===== config.mk =====
export PLATFORM = sky130hd
export DESIGN_NAME = dda_styled_line_rasterizer
export DESIGN_NICKNAME = d
export VERILOG_FILES = /design/src/design/dsr_pkg.sv /design/src/design/dsr_ctrl.sv /design/src/design/dsr_datapath.sv /design/src/design/dda_styled_line_rasterizer.sv
export SDC_FILE = /design/constraint.sdc
export NUM_CORES = 1
export LEC_CHECK = 0
export BUFFER_PORTS_ARGS = -buffer_cell sky130_fd_sc_hd__buf_2
export CAP_MARGIN = 25
export CELL_PAD_IN_SITES_DETAIL_PLACEMENT = 1
export CELL_PAD_IN_SITES_GLOBAL_PLACEMENT = 1
export CORE_MARGIN = 1
export CORE_UTILIZATION = 42
export DETAILED_ROUTE_END_ITERATION = 10
export GPL_TIMING_DRIVEN = 0
export PLACE_DENSITY_LB_ADDON = 0.1
export SLEW_MARGIN = 25
export SYNTH_ARGS = -nofsm -noshare
export SYNTH_HDL_FRONTEND = slang
export SYNTH_SLANG_ARGS = --single-unit

===== constraint.sdc =====
create_clock -name clk_i -period 6.2 [get_ports clk_i]
set_input_delay 0.62 -clock clk_i [delete_from_list [all_inputs] [get_ports clk_i]]
set_output_delay 0.62 -clock clk_i [all_outputs]
set_load 0.05 [all_outputs]

===== src/design/dsr_pkg.sv =====
// Shared constants, codes and controller/datapath interface types for the line rasterizer.
package dsr_pkg;

  // Default geometry
  localparam int COORD_BITS_DEF = 10;
  localparam int FRAC_BITS_DEF  = 16;
  localparam int MAX_THICK_DEF  = 16;

  // Configuration register widths and port shape
  localparam int CANVAS_W   = 11;
  localparam int THICK_W    = 5;
  localparam int CFG_IDX_W  = 2;
  localparam int CFG_DATA_W = 11;

  // Configuration register indexes
  localparam logic [CFG_IDX_W-1:0] CFG_CANVAS_WIDTH  = 2'd0;
  localparam logic [CFG_IDX_W-1:0] CFG_CANVAS_HEIGHT = 2'd1;
  localparam logic [CFG_IDX_W-1:0] CFG_THICK_WIDTH   = 2'd2;

  // Reset values
  localparam logic [CANVAS_W-1:0] CANVAS_RESET = 11'd500;
  localparam logic [THICK_W-1:0]  THICK_RESET  = 5'd4;

  // Request codes
  localparam logic REQ_START = 1'b0;
  localparam logic REQ_STEP  = 1'b1;

  // Line styles
  localparam logic [2:0] STYLE_SOLID   = 3'd0;
  localparam logic [2:0] STYLE_DOTTED  = 3'd1;
  localparam logic [2:0] STYLE_DASHED  = 3'd2;
  localparam logic [2:0] STYLE_DASHDOT = 3'd3;
  localparam logic [2:0] STYLE_THICK   = 3'd4;

  // Pattern periods
  localparam int DOT_PERIOD  = 4;
  localparam int DASH_PERIOD = 6;
  localparam int DD_PERIOD   = 10;
  localparam int DD_ON       = 5;
  localparam int DD_EXTRA    = 7;
  localparam int DASH_CNT_W  = $clog2(DASH_PERIOD);
  localparam int DD_CNT_W    = $clog2(DD_PERIOD);

  // Controller to datapath commands
  typedef struct packed {
    logic load_line;
    logic load_step;
    logic div_step;
    logic next_beat;
    logic finish_step;
  } cmd_t;

  // Datapath to controller status
  typedef struct packed {
    logic beat_last;
  } stat_t;

endpackage


===== src/design/dsr_ctrl.sv =====
// Controller: sequences line set-up, the shared increment divider and output beats.
module dsr_ctrl import dsr_pkg::*; #(
  parameter int FRAC_BITS = FRAC_BITS_DEF
) (
  input  logic  clk_i,
  input  logic  rst_ni,
  input  logic  in_valid_i,
  output logic  in_ready_o,
  input  logic  req_type_i,
  output logic  out_valid_o,
  input  logic  out_ready_i,
  input  stat_t stat_i,
  output cmd_t  cmd_o
);

  localparam int CNT_W = $clog2(FRAC_BITS + 1);

  localparam logic [1:0] ST_IDLE = 2'd0;
  localparam logic [1:0] ST_DIV  = 2'd1;
  localparam logic [1:0] ST_EMIT = 2'd2;

  logic [1:0]       state_q, state_d;
  logic [CNT_W-1:0] cnt_q, cnt_d;

  assign in_ready_o  = (state_q == ST_IDLE);
  assign out_valid_o = (state_q == ST_EMIT);

  // Next state and commands
  always_comb begin
    state_d = state_q;
    cnt_d   = cnt_q;
    cmd_o   = '0;
    case (state_q)
      ST_IDLE: begin
        if (in_valid_i) begin
          if (req_type_i == REQ_START) begin
            cmd_o.load_line = 1'b1;
            cnt_d           = CNT_W'(FRAC_BITS);
            state_d         = ST_DIV;
          end else begin
            cmd_o.load_step = 1'b1;
            state_d         = ST_EMIT;
          end
        end
      end
      ST_DIV: begin
        // one quotient bit per cycle, MSB first
        cmd_o.div_step = 1'b1;
        if (cnt_q == '0) begin
          state_d = ST_IDLE;
        end else begin
          cnt_d = cnt_q - CNT_W'(1);
        end
      end
      ST_EMIT: begin
        if (out_ready_i) begin
          if (stat_i.beat_last) begin
            cmd_o.finish_step = 1'b1;
            state_d           = ST_IDLE;
          end else begin
            cmd_o.next_beat = 1'b1;
          end
        end
      end
      default: begin
        state_d = ST_IDLE;
      end
    endcase
  end

  // State registers
  always_ff @(posedge clk_i or negedge rst_ni) begin
    if (!rst_ni) begin
      state_q <= ST_IDLE;
      cnt_q   <= '0;
    end else begin
      state_q <= state_d;
      cnt_q   <= cnt_d;
    end
  end

endmodule


===== src/design/dsr_datapath.sv =====
// Datapath: config registers, DDA position, restoring divider, pattern and span beat logic.
module dsr_datapath import dsr_pkg::*; #(
  parameter int COORD_BITS = COORD_BITS_DEF,
  parameter int FRAC_BITS  = FRAC_BITS_DEF,
  parameter int MAX_THICK  = MAX_THICK_DEF
) (
  input  logic                         clk_i,
  input  logic                         rst_ni,
  input  cmd_t                         cmd_i,
  output stat_t                        stat_o,
  input  logic                         cfg_we_i,
  input  logic [CFG_IDX_W-1:0]         cfg_idx_i,
  input  logic [CFG_DATA_W-1:0]        cfg_data_i,
  input  logic [COORD_BITS-1:0]        start_x_i,
  input  logic [COORD_BITS-1:0]        start_y_i,
  input  logic [COORD_BITS-1:0]        end_x_i,
  input  logic [COORD_BITS-1:0]        end_y_i,
  input  logic [2:0]                   line_style_i,
  output logic signed [COORD_BITS+1:0] pixel_x_o,
  output logic signed [COORD_BITS+1:0] pixel_y_o,
  output logic                         plot_o,
  output logic                         last_of_step_o,
  output logic                         line_done_o
);

  localparam int PIX_W = COORD_BITS + 2;
  localparam int POS_W = PIX_W + FRAC_BITS;
  localparam int Q_W   = FRAC_BITS + 1;
  localparam int REM_W = COORD_BITS + 1;
  localparam int IDX_W = COORD_BITS + 1;
  localparam int OFF_W = $clog2(MAX_THICK / 2 + 1) + 1;
  localparam int SAT_W = THICK_W + 1;
  localparam int CMP_W = (PIX_W > CANVAS_W) ? PIX_W : CANVAS_W;

  // Truncate position plus integer offset toward zero
  function automatic logic signed [PIX_W-1:0] pix_coord(input logic [POS_W-1:0] pos,
                                                        input logic signed [OFF_W-1:0] off);
    logic signed [PIX_W-1:0] s;
    s = $signed(pos[POS_W-1:FRAC_BITS]) + PIX_W'(off);
    if (s[PIX_W-1] && (pos[FRAC_BITS-1:0] != '0)) begin
      s = s + PIX_W'(1);
    end
    return s;
  endfunction

  // Configuration registers
  logic [CANVAS_W-1:0] cw_q, ch_q;
  logic [THICK_W-1:0]  thick_q;

  always_ff @(posedge clk_i or negedge rst_ni) begin
    if (!rst_ni) begin
      cw_q    <= CANVAS_RESET;
      ch_q    <= CANVAS_RESET;
      thick_q <= THICK_RESET;
    end else if (cfg_we_i) begin
      case (cfg_idx_i)
        CFG_CANVAS_WIDTH:  cw_q    <= cfg_data_i[CANVAS_W-1:0];
        CFG_CANVAS_HEIGHT: ch_q    <= cfg_data_i[CANVAS_W-1:0];
        CFG_THICK_WIDTH:   thick_q <= cfg_data_i[THICK_W-1:0];
        default: ;
      endcase
    end
  end

  // Start decode: deltas, magnitudes, length
  logic signed [COORD_BITS:0] dx_c, dy_c;
  logic [COORD_BITS-1:0]      adx_c, ady_c, len_c;

  assign dx_c  = $signed({1'b0, end_x_i}) - $signed({1'b0, start_x_i});
  assign dy_c  = $signed({1'b0, end_y_i}) - $signed({1'b0, start_y_i});
  assign adx_c = dx_c[COORD_BITS] ? COORD_BITS'(-dx_c) : dx_c[COORD_BITS-1:0];
  assign ady_c = dy_c[COORD_BITS] ? COORD_BITS'(-dy_c) : dy_c[COORD_BITS-1:0];
  assign len_c = (adx_c >= ady_c) ? adx_c : ady_c;

  // Line registers
  logic [POS_W-1:0]      pos_x_q, pos_y_q;
  logic [COORD_BITS-1:0] len_q;
  logic                  neg_x_q, neg_y_q, xmaj_q;
  logic [REM_W-1:0]      rem_x_q, rem_y_q;
  logic [Q_W-1:0]        q_x_q, q_y_q;
  logic [2:0]            style_q;

  // Divider step: both axes share the length divisor
  logic [REM_W-1:0] len_ext, diff_x, diff_y;
  logic             bit_x, bit_y;

  assign len_ext = {1'b0, len_q};
  assign bit_x   = (rem_x_q >= len_ext) && (len_q != '0);
  assign bit_y   = (rem_y_q >= len_ext) && (len_q != '0);
  assign diff_x  = bit_x ? rem_x_q - len_ext : rem_x_q;
  assign diff_y  = bit_y ? rem_y_q - len_ext : rem_y_q;

  // Signed increments
  logic [POS_W-1:0] inc_x, inc_y;

  assign inc_x = neg_x_q ? POS_W'(0) - POS_W'(q_x_q) : POS_W'(q_x_q);
  assign inc_y = neg_y_q ? POS_W'(0) - POS_W'(q_y_q) : POS_W'(q_y_q);

  // Step control state
  logic                  active_q;
  logic [IDX_W-1:0]      idx_q;
  logic [DASH_CNT_W-1:0] m6_q;
  logic [DD_CNT_W-1:0]   m10_q;
  logic                  out_done_q;

  always_ff @(posedge clk_i) begin
    if (cmd_i.load_line) begin
      pos_x_q <= POS_W'({start_x_i, {FRAC_BITS{1'b0}}});
      pos_y_q <= POS_W'({start_y_i, {FRAC_BITS{1'b0}}});
      len_q   <= len_c;
      neg_x_q <= dx_c[COORD_BITS];
      neg_y_q <= dy_c[COORD_BITS];
      xmaj_q  <= (adx_c > ady_c);
      rem_x_q <= REM_W'(adx_c);
      rem_y_q <= REM_W'(ady_c);
      style_q <= line_style_i;
    end else if (cmd_i.div_step) begin
      rem_x_q <= {diff_x[REM_W-2:0], 1'b0};
      rem_y_q <= {diff_y[REM_W-2:0], 1'b0};
      q_x_q   <= {q_x_q[Q_W-2:0], bit_x};
      q_y_q   <= {q_y_q[Q_W-2:0], bit_y};
    end else if (cmd_i.finish_step && active_q) begin
      pos_x_q <= pos_x_q + inc_x;
      pos_y_q <= pos_y_q + inc_y;
    end
  end

  always_ff @(posedge clk_i or negedge rst_ni) begin
    if (!rst_ni) begin
      active_q <= 1'b0;
      idx_q    <= '0;
      m6_q     <= '0;
      m10_q    <= '0;
    end else if (cmd_i.load_line) begin
      active_q <= 1'b1;
      idx_q    <= '0;
      m6_q     <= '0;
      m10_q    <= '0;
    end else if (cmd_i.finish_step && active_q) begin
      idx_q <= idx_q + IDX_W'(1);
      m6_q  <= (m6_q == DASH_CNT_W'(DASH_PERIOD - 1)) ? '0 : m6_q + DASH_CNT_W'(1);
      m10_q <= (m10_q == DD_CNT_W'(DD_PERIOD - 1)) ? '0 : m10_q + DD_CNT_W'(1);
      if (out_done_q) begin
        active_q <= 1'b0;
      end
    end
  end

  // Thick span: saturated width, half span and offset walk
  logic [SAT_W-1:0]        thick_ext, w_sat;
  logic [OFF_W-1:0]        half_c;
  logic                    thick_on, span_on;
  logic signed [OFF_W-1:0] off_q, off_d, off_x, off_y;
  logic                    beat_last_c;

  assign thick_ext   = {1'b0, thick_q};
  assign w_sat       = (thick_ext > SAT_W'(MAX_THICK)) ? SAT_W'(MAX_THICK) : thick_ext;
  assign half_c      = OFF_W'(w_sat >> 1);
  assign thick_on    = (style_q == STYLE_THICK);
  assign span_on     = thick_on && (half_c != '0);
  assign off_d       = cmd_i.load_step ? (span_on ? OFF_W'(0) - half_c : '0)
                                       : off_q + OFF_W'(1);
  assign beat_last_c = span_on ? (off_d == half_c - OFF_W'(1)) : 1'b1;
  assign off_x       = xmaj_q ? '0 : off_d;
  assign off_y       = xmaj_q ? off_d : '0;

  // Pattern
  logic pat_on;

  always_comb begin
    case (style_q)
      STYLE_DOTTED:  pat_on = ((idx_q % IDX_W'(DOT_PERIOD)) == '0);
      STYLE_DASHED:  pat_on = (m6_q != '0);
      STYLE_DASHDOT: pat_on = (m10_q < DD_CNT_W'(DD_ON)) || (m10_q == DD_CNT_W'(DD_EXTRA));
      STYLE_THICK:   pat_on = span_on;
      default:       pat_on = 1'b1;
    endcase
  end

  // Candidate pixel and clip
  logic signed [PIX_W-1:0] px_c, py_c;
  logic                    inside_c, done_c;

  assign px_c     = pix_coord(pos_x_q, off_x);
  assign py_c     = pix_coord(pos_y_q, off_y);
  assign inside_c = !px_c[PIX_W-1] && !py_c[PIX_W-1]
                 && (CMP_W'($unsigned(px_c)) < CMP_W'(cw_q))
                 && (CMP_W'($unsigned(py_c)) < CMP_W'(ch_q));
  assign done_c   = (idx_q >= IDX_W'(len_q));

  // Output beat register
  logic signed [PIX_W-1:0] out_px_q, out_py_q;
  logic                    out_plot_q, out_last_q;

  always_ff @(posedge clk_i) begin
    if (cmd_i.load_step || cmd_i.next_beat) begin
      off_q <= off_d;
      if (!active_q) begin
        out_px_q   <= '0;
        out_py_q   <= '0;
        out_plot_q <= 1'b0;
        out_last_q <= 1'b1;
        out_done_q <= 1'b1;
      end else begin
        out_px_q   <= px_c;
        out_py_q   <= py_c;
        out_plot_q <= pat_on && inside_c;
        out_last_q <= beat_last_c;
        out_done_q <= done_c;
      end
    end
  end

  assign pixel_x_o        = out_px_q;
  assign pixel_y_o        = out_py_q;
  assign plot_o           = out_plot_q;
  assign last_of_step_o   = out_last_q;
  assign line_done_o      = out_done_q;
  assign stat_o.beat_last = out_last_q;

endmodule


===== src/design/dda_styled_line_rasterizer.sv =====
// Top level of the styled DDA line rasterizer: controller plus datapath.
// Start request: accepted, then run through the shared restoring divider
// (one quotient bit per cycle for both axes); no result beat.
// Step request: accepted, then result beats, each held until taken:
// 1 beat, or 2*(w/2) for a thick span with w capped at MAX_THICK and w/2 nonzero.
// Reset: canvas 500x500, thick width 4, no line active; no clearing pass.
module dda_styled_line_rasterizer import dsr_pkg::*; #(
  parameter int COORD_BITS = COORD_BITS_DEF,
  parameter int FRAC_BITS  = FRAC_BITS_DEF,
  parameter int MAX_THICK  = MAX_THICK_DEF
) (
  input  logic                         clk_i,
  input  logic                         rst_ni,
  input  logic                         cfg_we_i,
  input  logic [CFG_IDX_W-1:0]         cfg_idx_i,
  input  logic [CFG_DATA_W-1:0]        cfg_data_i,
  input  logic                         in_valid_i,
  output logic                         in_ready_o,
  input  logic                         req_type_i,
  input  logic [COORD_BITS-1:0]        start_x_i,
  input  logic [COORD_BITS-1:0]        start_y_i,
  input  logic [COORD_BITS-1:0]        end_x_i,
  input  logic [COORD_BITS-1:0]        end_y_i,
  input  logic [2:0]                   line_style_i,
  output logic                         out_valid_o,
  input  logic                         out_ready_i,
  output logic signed [COORD_BITS+1:0] pixel_x_o,
  output logic signed [COORD_BITS+1:0] pixel_y_o,
  output logic                         plot_o,
  output logic                         last_of_step_o,
  output logic                         line_done_o
);

  cmd_t  cmd;
  stat_t stat;

  // Controller
  dsr_ctrl #(
    .FRAC_BITS (FRAC_BITS)
  ) u_ctrl (
    .clk_i       (clk_i),
    .rst_ni      (rst_ni),
    .in_valid_i  (in_valid_i),
    .in_ready_o  (in_ready_o),
    .req_type_i  (req_type_i),
    .out_valid_o (out_valid_o),
    .out_ready_i (out_ready_i),
    .stat_i      (stat),
    .cmd_o       (cmd)
  );

  // Datapath
  dsr_datapath #(
    .COORD_BITS (COORD_BITS),
    .FRAC_BITS  (FRAC_BITS),
    .MAX_THICK  (MAX_THICK)
  ) u_datapath (
    .clk_i          (clk_i),
    .rst_ni         (rst_ni),
    .cmd_i          (cmd),
    .stat_o         (stat),
    .cfg_we_i       (cfg_we_i),
    .cfg_idx_i      (cfg_idx_i),
    .cfg_data_i     (cfg_data_i),
    .start_x_i      (start_x_i),
    .start_y_i      (start_y_i),
    .end_x_i        (end_x_i),
    .end_y_i        (end_y_i),
    .line_style_i   (line_style_i),
    .pixel_x_o      (pixel_x_o),
    .pixel_y_o      (pixel_y_o),
    .plot_o         (plot_o),
    .last_of_step_o (last_of_step_o),
    .line_done_o    (line_done_o)
  );

  // Checks
  a_no_overlap: assert property (@(posedge clk_i) disable iff (!rst_ni)
    !(in_ready_o && out_valid_o))
    else $error("input taken while a result beat is pending");

  a_start_silent: assert property (@(posedge clk_i) disable iff (!rst_ni)
    (in_valid_i && in_ready_o && (req_type_i == REQ_START)) |=> !out_valid_o)
    else $error("start request produced a result beat");

  a_step_emits: assert property (@(posedge clk_i) disable iff (!rst_ni)
    (in_valid_i && in_ready_o && (req_type_i == REQ_STEP)) |=> out_valid_o)
    else $error("step request gave no result beat");

  a_last_frees: assert property (@(posedge clk_i) disable iff (!rst_ni)
    (out_valid_o && out_ready_i && last_of_step_o) |=> in_ready_o)
    else $error("block not ready after final beat of a step");

endmodule


# ---- After elaboration in Yosys (flattened, before gate mapping)
# Index checks and enable logic that the tools add are counted.
dict set report op_classes {
  addsub 21
  order_cmp 9
  n_eq_ne 19
  n_mux 55
  bitwise 2
  n_reduce_logical 37
}
# op n
set op_table {}
lappend op_table {{26-bit 2-to-1 mux} 6}
lappend op_table {{10-bit 2-to-1 mux} 9}
lappend op_table {{28-bit adder} 2}
lappend op_table {{28-bit 2-to-1 mux} 2}
lappend op_table {{5-bit 2-to-1 mux} 8}
lappend op_table {{1-bit by 17-bit subtractor with 18-bit output (first input constant)} 2}
lappend op_table {{11-bit by 10-bit greater-or-equal comparator with 1-bit output} 3}
lappend op_table {{16-bit nonzero test} 2}
lappend op_table {{12-bit by 2-bit adder with 12-bit output (second input constant)} 2}
lappend op_table {{12-bit by 5-bit adder with 12-bit output} 2}
lappend op_table {{12-bit by 11-bit < comparator with 1-bit output} 2}
lappend op_table {{12-bit 2-to-1 mux} 2}
lappend op_table {{11-bit 2-to-1 mux} 2}
lappend op_table {{10-bit by 10-bit subtractor with 11-bit output} 2}
lappend op_table {{10-bit negation} 2}
lappend op_table {{10-bit subtractor} 2}
lappend op_table {{2-bit 2-to-1 mux} 9}
lappend op_table {{2-bit AND reduction} 8}
lappend op_table {{4-bit 2-to-1 mux} 3}
lappend op_table {{11-bit by 1-bit adder with 11-bit output (second input constant)} 1}
lappend op_table {{11-bit logical NOT} 1}
lappend op_table {{10-bit greater-or-equal comparator} 1}
lappend op_table {{10-bit > comparator} 1}
lappend op_table {{1-bit logical AND} 10}
lappend op_table {{32 further kinds} 59}
dict set report word_totals {
  ff_bits 213
  in_bits 62
  output_inout_bits 29
  elab_cells 173
}

# ---- Longest topological paths before layout
dict set report logic_depth {
  word_depth 15
  depth_mapped 27
  mapped_depth_nobuf 26
}

# ---- By module
# From an unflattened synthesis, not the netlist that was laid out.
dict set report unflattened {
  cells_unflattened 1728
  hier_area_um2 16208.0
}
# module n_inst cells_each area_per_inst_um2 seq_area_each_um2
set by_module_without_submodules {}
lappend by_module_without_submodules {dsr_datapath 1 1686 15808.9 5566.6}
lappend by_module_without_submodules {dsr_ctrl 1 42 399.1 175.2}

# ---- Worst setup path after synthesis
# No wires, ideal clock.
dict set report synth_timing {
  path_type {register -> register}
  from {register u_ctrl.state_q[1]}
  to {register u_datapath.out_plot_q, in the netlist u_datapath.plot_o (data pin)}
  setup_time_ns 0.207
  arrival_time_ns 5.172
  required_time_ns 5.993
  setup_slack_ns 0.821
  path_stages_with_launch 26
  n_path_buf 2
  synth_period_minus_slack_ns 5.379
  path_cell_list {dfrtp_1 > nor2_1 > and3_1 > clkbuf_1 > nand3_1 > nand2_1 > and2_1 > ha_1 > a211oi_1 > nor4_1 > nor3_1 > o21ai_0 > xnor2_1 > and2_1 > clkbuf_1 > nand2_1 > xnor2_1 > ha_1 > a21o_1 > a21o_1 > a21oi_1 > nand2_1 > a21o_1 > a21oi_1 > nor2_1 > a2111oi_0}
}
dict set report synth_between {
  elab_cells_between_ends 21
  cone_classes {add/sub: 4; order compare: 2; mux: 6; reduce/logical: 9}
}
# item line
set synth_rtl {}
lappend synth_rtl {{start: declaration} dsr_ctrl.sv:22} ;# logic [1:0] state_q, state_d;
lappend synth_rtl {{start signal: assignment} dsr_ctrl.sv:77} ;# state_q <= state_d;
lappend synth_rtl {{2-bit logical NOT (*)} n/a}
lappend synth_rtl {{via in_ready_o} dda_styled_line_rasterizer.sv:18} ;# output logic in_ready_o,
lappend synth_rtl {{2-bit 2-to-1 mux (*)} dsr_ctrl.sv:33} ;# case (state_q)
lappend synth_rtl {{5-bit 2-to-1 mux (*)} dsr_datapath.sv:161} ;# assign off_d = cmd_i.load_step ? (span_on ? OFF_W'(0) - half_c : '0)
lappend synth_rtl {{via u_datapath.off_d[1]} dsr_datapath.sv:153} ;# logic signed [OFF_W-1:0] off_q, off_d, off_x, off_y;
lappend synth_rtl {{5-bit 2-to-1 mux (*)} dsr_datapath.sv:165} ;# assign off_y = xmaj_q ? off_d : '0;
lappend synth_rtl {{12-bit by 5-bit adder with 12-bit output (*)} dsr_datapath.sv:39} ;# s = $signed(pos[POS_W-1:FRAC_BITS]) + PIX_W'(off);
lappend synth_rtl {{12-bit by 2-bit adder with 12-bit output / 1-bit logical AND (equally long branches)} {dsr_datapath.sv:41, dsr_datapath.sv:40}}
lappend synth_rtl {{12-bit 2-to-1 mux (*)} dsr_datapath.sv:40} ;# if (s[PIX_W-1] && (pos[FRAC_BITS-1:0] != '0)) begin
lappend synth_rtl {{via u_datapath.py_c[5]} dsr_datapath.sv:181} ;# logic signed [PIX_W-1:0] px_c, py_c;
lappend synth_rtl {{12-bit by 11-bit < comparator with 1-bit output (*)} dsr_datapath.sv:188} ;# && (CMP_W'($unsigned(py_c)) < CMP_W'(ch_q));
lappend synth_rtl {{1-bit logical AND (*)} dsr_datapath.sv:188}
lappend synth_rtl {{1-bit logical AND (*)} dsr_datapath.sv:207} ;# out_plot_q <= pat_on && inside_c;
lappend synth_rtl {{end signal: assignment} dsr_datapath.sv:207}
lappend synth_rtl {{end: declaration} dsr_datapath.sv:193} ;# logic out_plot_q, out_last_q;
# Mark *: on every way through the listed nets, which the timed path passes. The rest lies on a longest branch.
# A chain may end at the register's enable or synchronous reset.

# ---- Final worst setup path
dict set report layout_timing {
  from {register u_datapath.thick_q[4]}
  to {register u_datapath.out_plot_q, in the netlist u_datapath.plot_o (data pin)}
}
dict set report layout_between {
  elab_cells_between_ends 26
  cone_classes {add/sub: 5; order compare: 3; mux: 8; reduce/logical: 10}
}
# item line
set layout_rtl {}
lappend layout_rtl {{start: declaration} dsr_datapath.sv:48} ;# logic [THICK_W-1:0] thick_q;
lappend layout_rtl {{start signal: assignment} dsr_datapath.sv:59} ;# CFG_THICK_WIDTH: thick_q <= cfg_data_i[THICK_W-1:0];
lappend layout_rtl {{5-bit > comparator} dsr_datapath.sv:157} ;# assign w_sat = (thick_ext > SAT_W'(MAX_THICK)) ? SAT_W'(MAX_THICK) : thick_ext;
lappend layout_rtl {{5-bit 2-to-1 mux (*)} dsr_datapath.sv:157}
lappend layout_rtl {{parallel branches: the longest is 2 deep, another holds 1-bit by 5-bit subtractor with 5-bit output} n/a}
lappend layout_rtl {{5-bit 2-to-1 mux (*) (2 in series)} dsr_datapath.sv:161}
lappend layout_rtl {{5-bit 2-to-1 mux (*)} dsr_datapath.sv:165}
lappend layout_rtl {{12-bit by 5-bit adder with 12-bit output (*)} dsr_datapath.sv:39}
lappend layout_rtl {{12-bit by 2-bit adder with 12-bit output / 1-bit logical AND (equally long branches)} {dsr_datapath.sv:41, dsr_datapath.sv:40}}
lappend layout_rtl {{12-bit 2-to-1 mux (*)} dsr_datapath.sv:40}
lappend layout_rtl {{via u_datapath.py_c[5]} dsr_datapath.sv:181}
lappend layout_rtl {{12-bit by 11-bit < comparator with 1-bit output (*)} dsr_datapath.sv:188}
lappend layout_rtl {{1-bit logical AND (*)} dsr_datapath.sv:188}
lappend layout_rtl {{1-bit logical AND (*)} dsr_datapath.sv:207}
# Mark *: on every way through the listed nets, which the timed path passes.

==> impl_results.md <==
- Reg-to-Reg Start: u_datapath.thick_q[4]
- CP Capture Type: flip-flop
- RSZ-0062 raised after global routing: no
- Worst hold margin: 0.1212 ns
- PD cells: 525.9 mW/mm²
- Post-Layout Cell Count: 2314
- Full die area: 0.03866 mm²
- Seq/Total Area, Yosys: 0.3609
- Final wirelength: 46.69 mm
- Crit path launch: u_datapath.thick_q[4]
- Max incr delay on CP: 0.43 ns
- Synthesized area per cell: 9.561 µm²
- Core ar.: 0.03696 mm²
- Layout net count: 2031
- Total number of vias: 13030
- Routability cong.: 0.8845
- GRT Overall Usage: 0.2449
- Area Overhead vs Synth: 13.83%
- Final ANT Viol Nets: 0
- Worst-Margin Slew: 0.9468 ns
- First-pass GRT wire length: 73.98 mm
- CP required: 6.55 ns
- P_leak: 7.890 nW
- Sw Share: 0.4390
- CTS Sinks: 212
- Dpl cells: 2260
- Total iterations of the first detailed-routing run: 6
- Clock Path Buffers: 3
- Clk root buf: clkbuf_16
- I/O Pins: 91
- Die Ht: 196.6 µm
- Reg-to-Reg End: u_datapath.plot_o
- DRC: 0
- Worst setup path endpoint: u_datapath.plot_o
- FP Rows: 70
- Final Cycle Share: 0.9245
- Synth cell types: 80
- Crit path max-delay cell type: dfrtp_1
- Yosys top cell by area: edfxtp_1
- DRT iter0 DRCs: 507
- Hold WC Path Type: input port to asynchronous set/reset pin
- Final setup violation count: 0
- Max Cap Violations: 0
- Hold Fails Final Rpt: 0
- CTS clk-pin slew, worst paths: 0.06 ns
- Skew final: 0.007396 ns
- Cell count after synthesis: 1664
- Vias in the first global route: 13670
- Total grt overflow: 0
- Overall power: 9.525 mW
- R2R depth: 26
- Reg2reg setup slack: 0.47 ns
- Placed cell areas: 0.01707 mm²
- Net Switching: 4.181 mW
- Pre-CTS setup slack: -0.2410 ns
- Syn Nets: 1905
- HPWL after DPL: 36.81 mm
- Worst rel slew slack: 0.3681
- Pins Over Slew Limit: 0
- Fraction of registers with async set/reset: 0.2453
- Top-area cell type share of the netlist area: 0.2303
- Antenna Cells: 0
- Fmax: 174.5 MHz
- Share of cells above drive strength 1: 0.1199
- Clock group share of total power: 0.169
- CTS tree: yes
- Fin util: 0.4900
- Routed len/inst: 20.18 µm
- Max VDD drop: 0.2260 mV
- Peak fanout along the critical path: 6
- Fin area: 0.01811 mm²
- Status: complete, no violations
- Die width: 196.6 µm
- Synth warnings: 0
- Minimum clock period: 5.732 ns
- Power Internal: 5.344 mW
- Post-route setup slack: 0.4682 ns
- Initial Util: 0.4305
- Clock latency on the worst-skew pair: 0.55 ns
- Setup Crit Path Kind: flip-flop to flip-flop
- Setup Total Neg Slack: 0 ns
- Arr. time, crit path: 6.08 ns
- Initial antenna violation count: 1
- Reg power frac: 0.265
- Synth Cell Area: 0.01591 mm²
- Synth Register Bits: 212
- Layout fillers: 4224
- Post-synth EDFFs: 122
- Port Buffers: 90
- CTS Buf Count: 27
- Top cells by area, synth: edfxtp_1 23%, ha_1 13%, dfrtp_1 6.1%
- Crit start category: flip-flop
- Comb power frac: 0.566
- Max H-tree Level: 1
- Routed vias/inst: 5.630
- Main synth FF type: edfxtp_1
- Maximum number of pins on one net before global-route repair: 53
## worst min-delay path by stage
stage                                   to  cells past startpoint                   start
floorplan                  u_ctrl.cnt_q[0]                      0                  rst_ni
global placement       u_datapath.q_x_q[2]                      0     u_datapath.q_x_q[1]
detailed placement  u_datapath.rem_y_q[10]                      1  u_datapath.rem_y_q[10]
CTS                    u_datapath.cw_q[10]                      1                  rst_ni
global route            u_datapath.cw_q[3]                      1                  rst_ni
finish                  u_datapath.ch_q[3]                      1                  rst_ni
## power by group through the flow
stage,registers (mW),clock network (mW),logic (mW)
floorplan,2.59,0,3.82
global placement,2.54,0,5.10
detailed placement,2.54,0,5.30
CTS,2.52,1.65,5.39
global route,2.58,1.70,6.01
finish,2.52,1.61,5.39
## layer usage
layer  share of wire  vias up  track usage
li1                -     6367            -
met1            0.47     6391       0.3254
met2            0.48      212       0.4241
met3           0.033       57      0.02447
met4           0.022        0      0.06632
met5               0        -            0
## cells in the final DEF, fill, tap and decap left out, types with 65 or more instances in the layout
master,Yosys,routed
buf_2,1,90
nand2_1,133,133
nor2_1,83,83
o21ai_0,107,106
xor2_1,65,65
a21oi_1,96,94
edfxtp_1,122,122
inv_1,116,115
xnor2_1,107,106
ha_1,171,168
## flip-flops by register name, indices dropped and copies added (netlist names), 5 cells and up
| name | count |
|---|---|
| u_ctrl.cnt_q | 5 |
| u_datapath.ch_q | 11 |
| u_datapath.cw_q | 11 |
| u_datapath.idx_q | 11 |
| u_datapath.len_q | 10 |
| u_datapath.off_q | 5 |
| u_datapath.pixel_x_o | 12 |
| u_datapath.pixel_y_o | 12 |
| u_datapath.pos_x_q | 28 |
| u_datapath.pos_y_q | 28 |
| u_datapath.q_x_q | 17 |
| u_datapath.q_y_q | 17 |
| u_datapath.rem_x_q | 11 |
| u_datapath.rem_y_q | 11 |
## synth_stat cells, types with 5 or more instances
library cell  number
ha_1             171
nand2_1          133
edfxtp_1         122
inv_1            116
o21ai_0          107
xnor2_1          107
a21oi_1           96
nor2_1            83
xor2_1            65
a21o_1            58
dfrtp_1           39
dfxtp_1           38
mux2i_1           36
and2_1            31
clkbuf_1          30
nand3_1           29
nand4_1           24
nor2b_1           23
nor3_1            23
mux2_2            21
o21a_1            20
o22ai_1           19
nor4_1            16
o31ai_1           16
or3_1             16
and3_1            15
nand2b_1          14
dfstp_2           13
a211oi_1          11
a22o_1            11
o211ai_1          11
a31oi_1           10
o21bai_1          10
a221oi_1           8
fa_1               8
o41ai_1            8
nor3b_1            7
or2_2              7
a211o_1            6
or4_1              6
a31o_2             5
nand3b_1           5
o31a_1             5
## logic make-up after synthesis
group	after synthesis	synth area share
compound gates	439	0.1804
simple gates	451	0.1443
buf+inv	153	0.03665
mux	57	0.03751
fa+ha+maj	179	0.1445
flops	212	0.3609
xor+xnor	173	0.09571
## area by class of cell
cell class | count | area (µm²) | share of cell area
multi-input combinational | 1299 | 9713 | 0.5363
sequential | 212 | 5742 | 0.3170
clock buffer | 36 | 760.7 | 0.04200
tap | 504 | 630.6 | 0.03482
timing repair buffer | 98 | 545.5 | 0.03012
inverter | 117 | 442.9 | 0.02446
buffer | 35 | 141.4 | 0.007807
clock inverter | 13 | 135.1 | 0.007461
## worst max-delay path, delay by kind of cell, from the launching register on
kind,cells,cell delay [ns]
AOI/OAI and AO/OA,9,1.88
xor gates and xnor gates,2,0.46
adders and majority gates,3,0.80
buffers and inverters,3,0.35
DFF,1,0.43
and+or+nand+nor,9,1.60
## repair_timing
action / CTS / global route
pin swaps: 1 / 3
buffers inserted: 3 / 3
gates resized for setup: 10 / 8
setup endpoints to repair: 1 / 1
hold buffers: 0 / 0
hold endpoints to repair: 0 / 0
No activity file was read; power rests on OpenSTA's default activity.
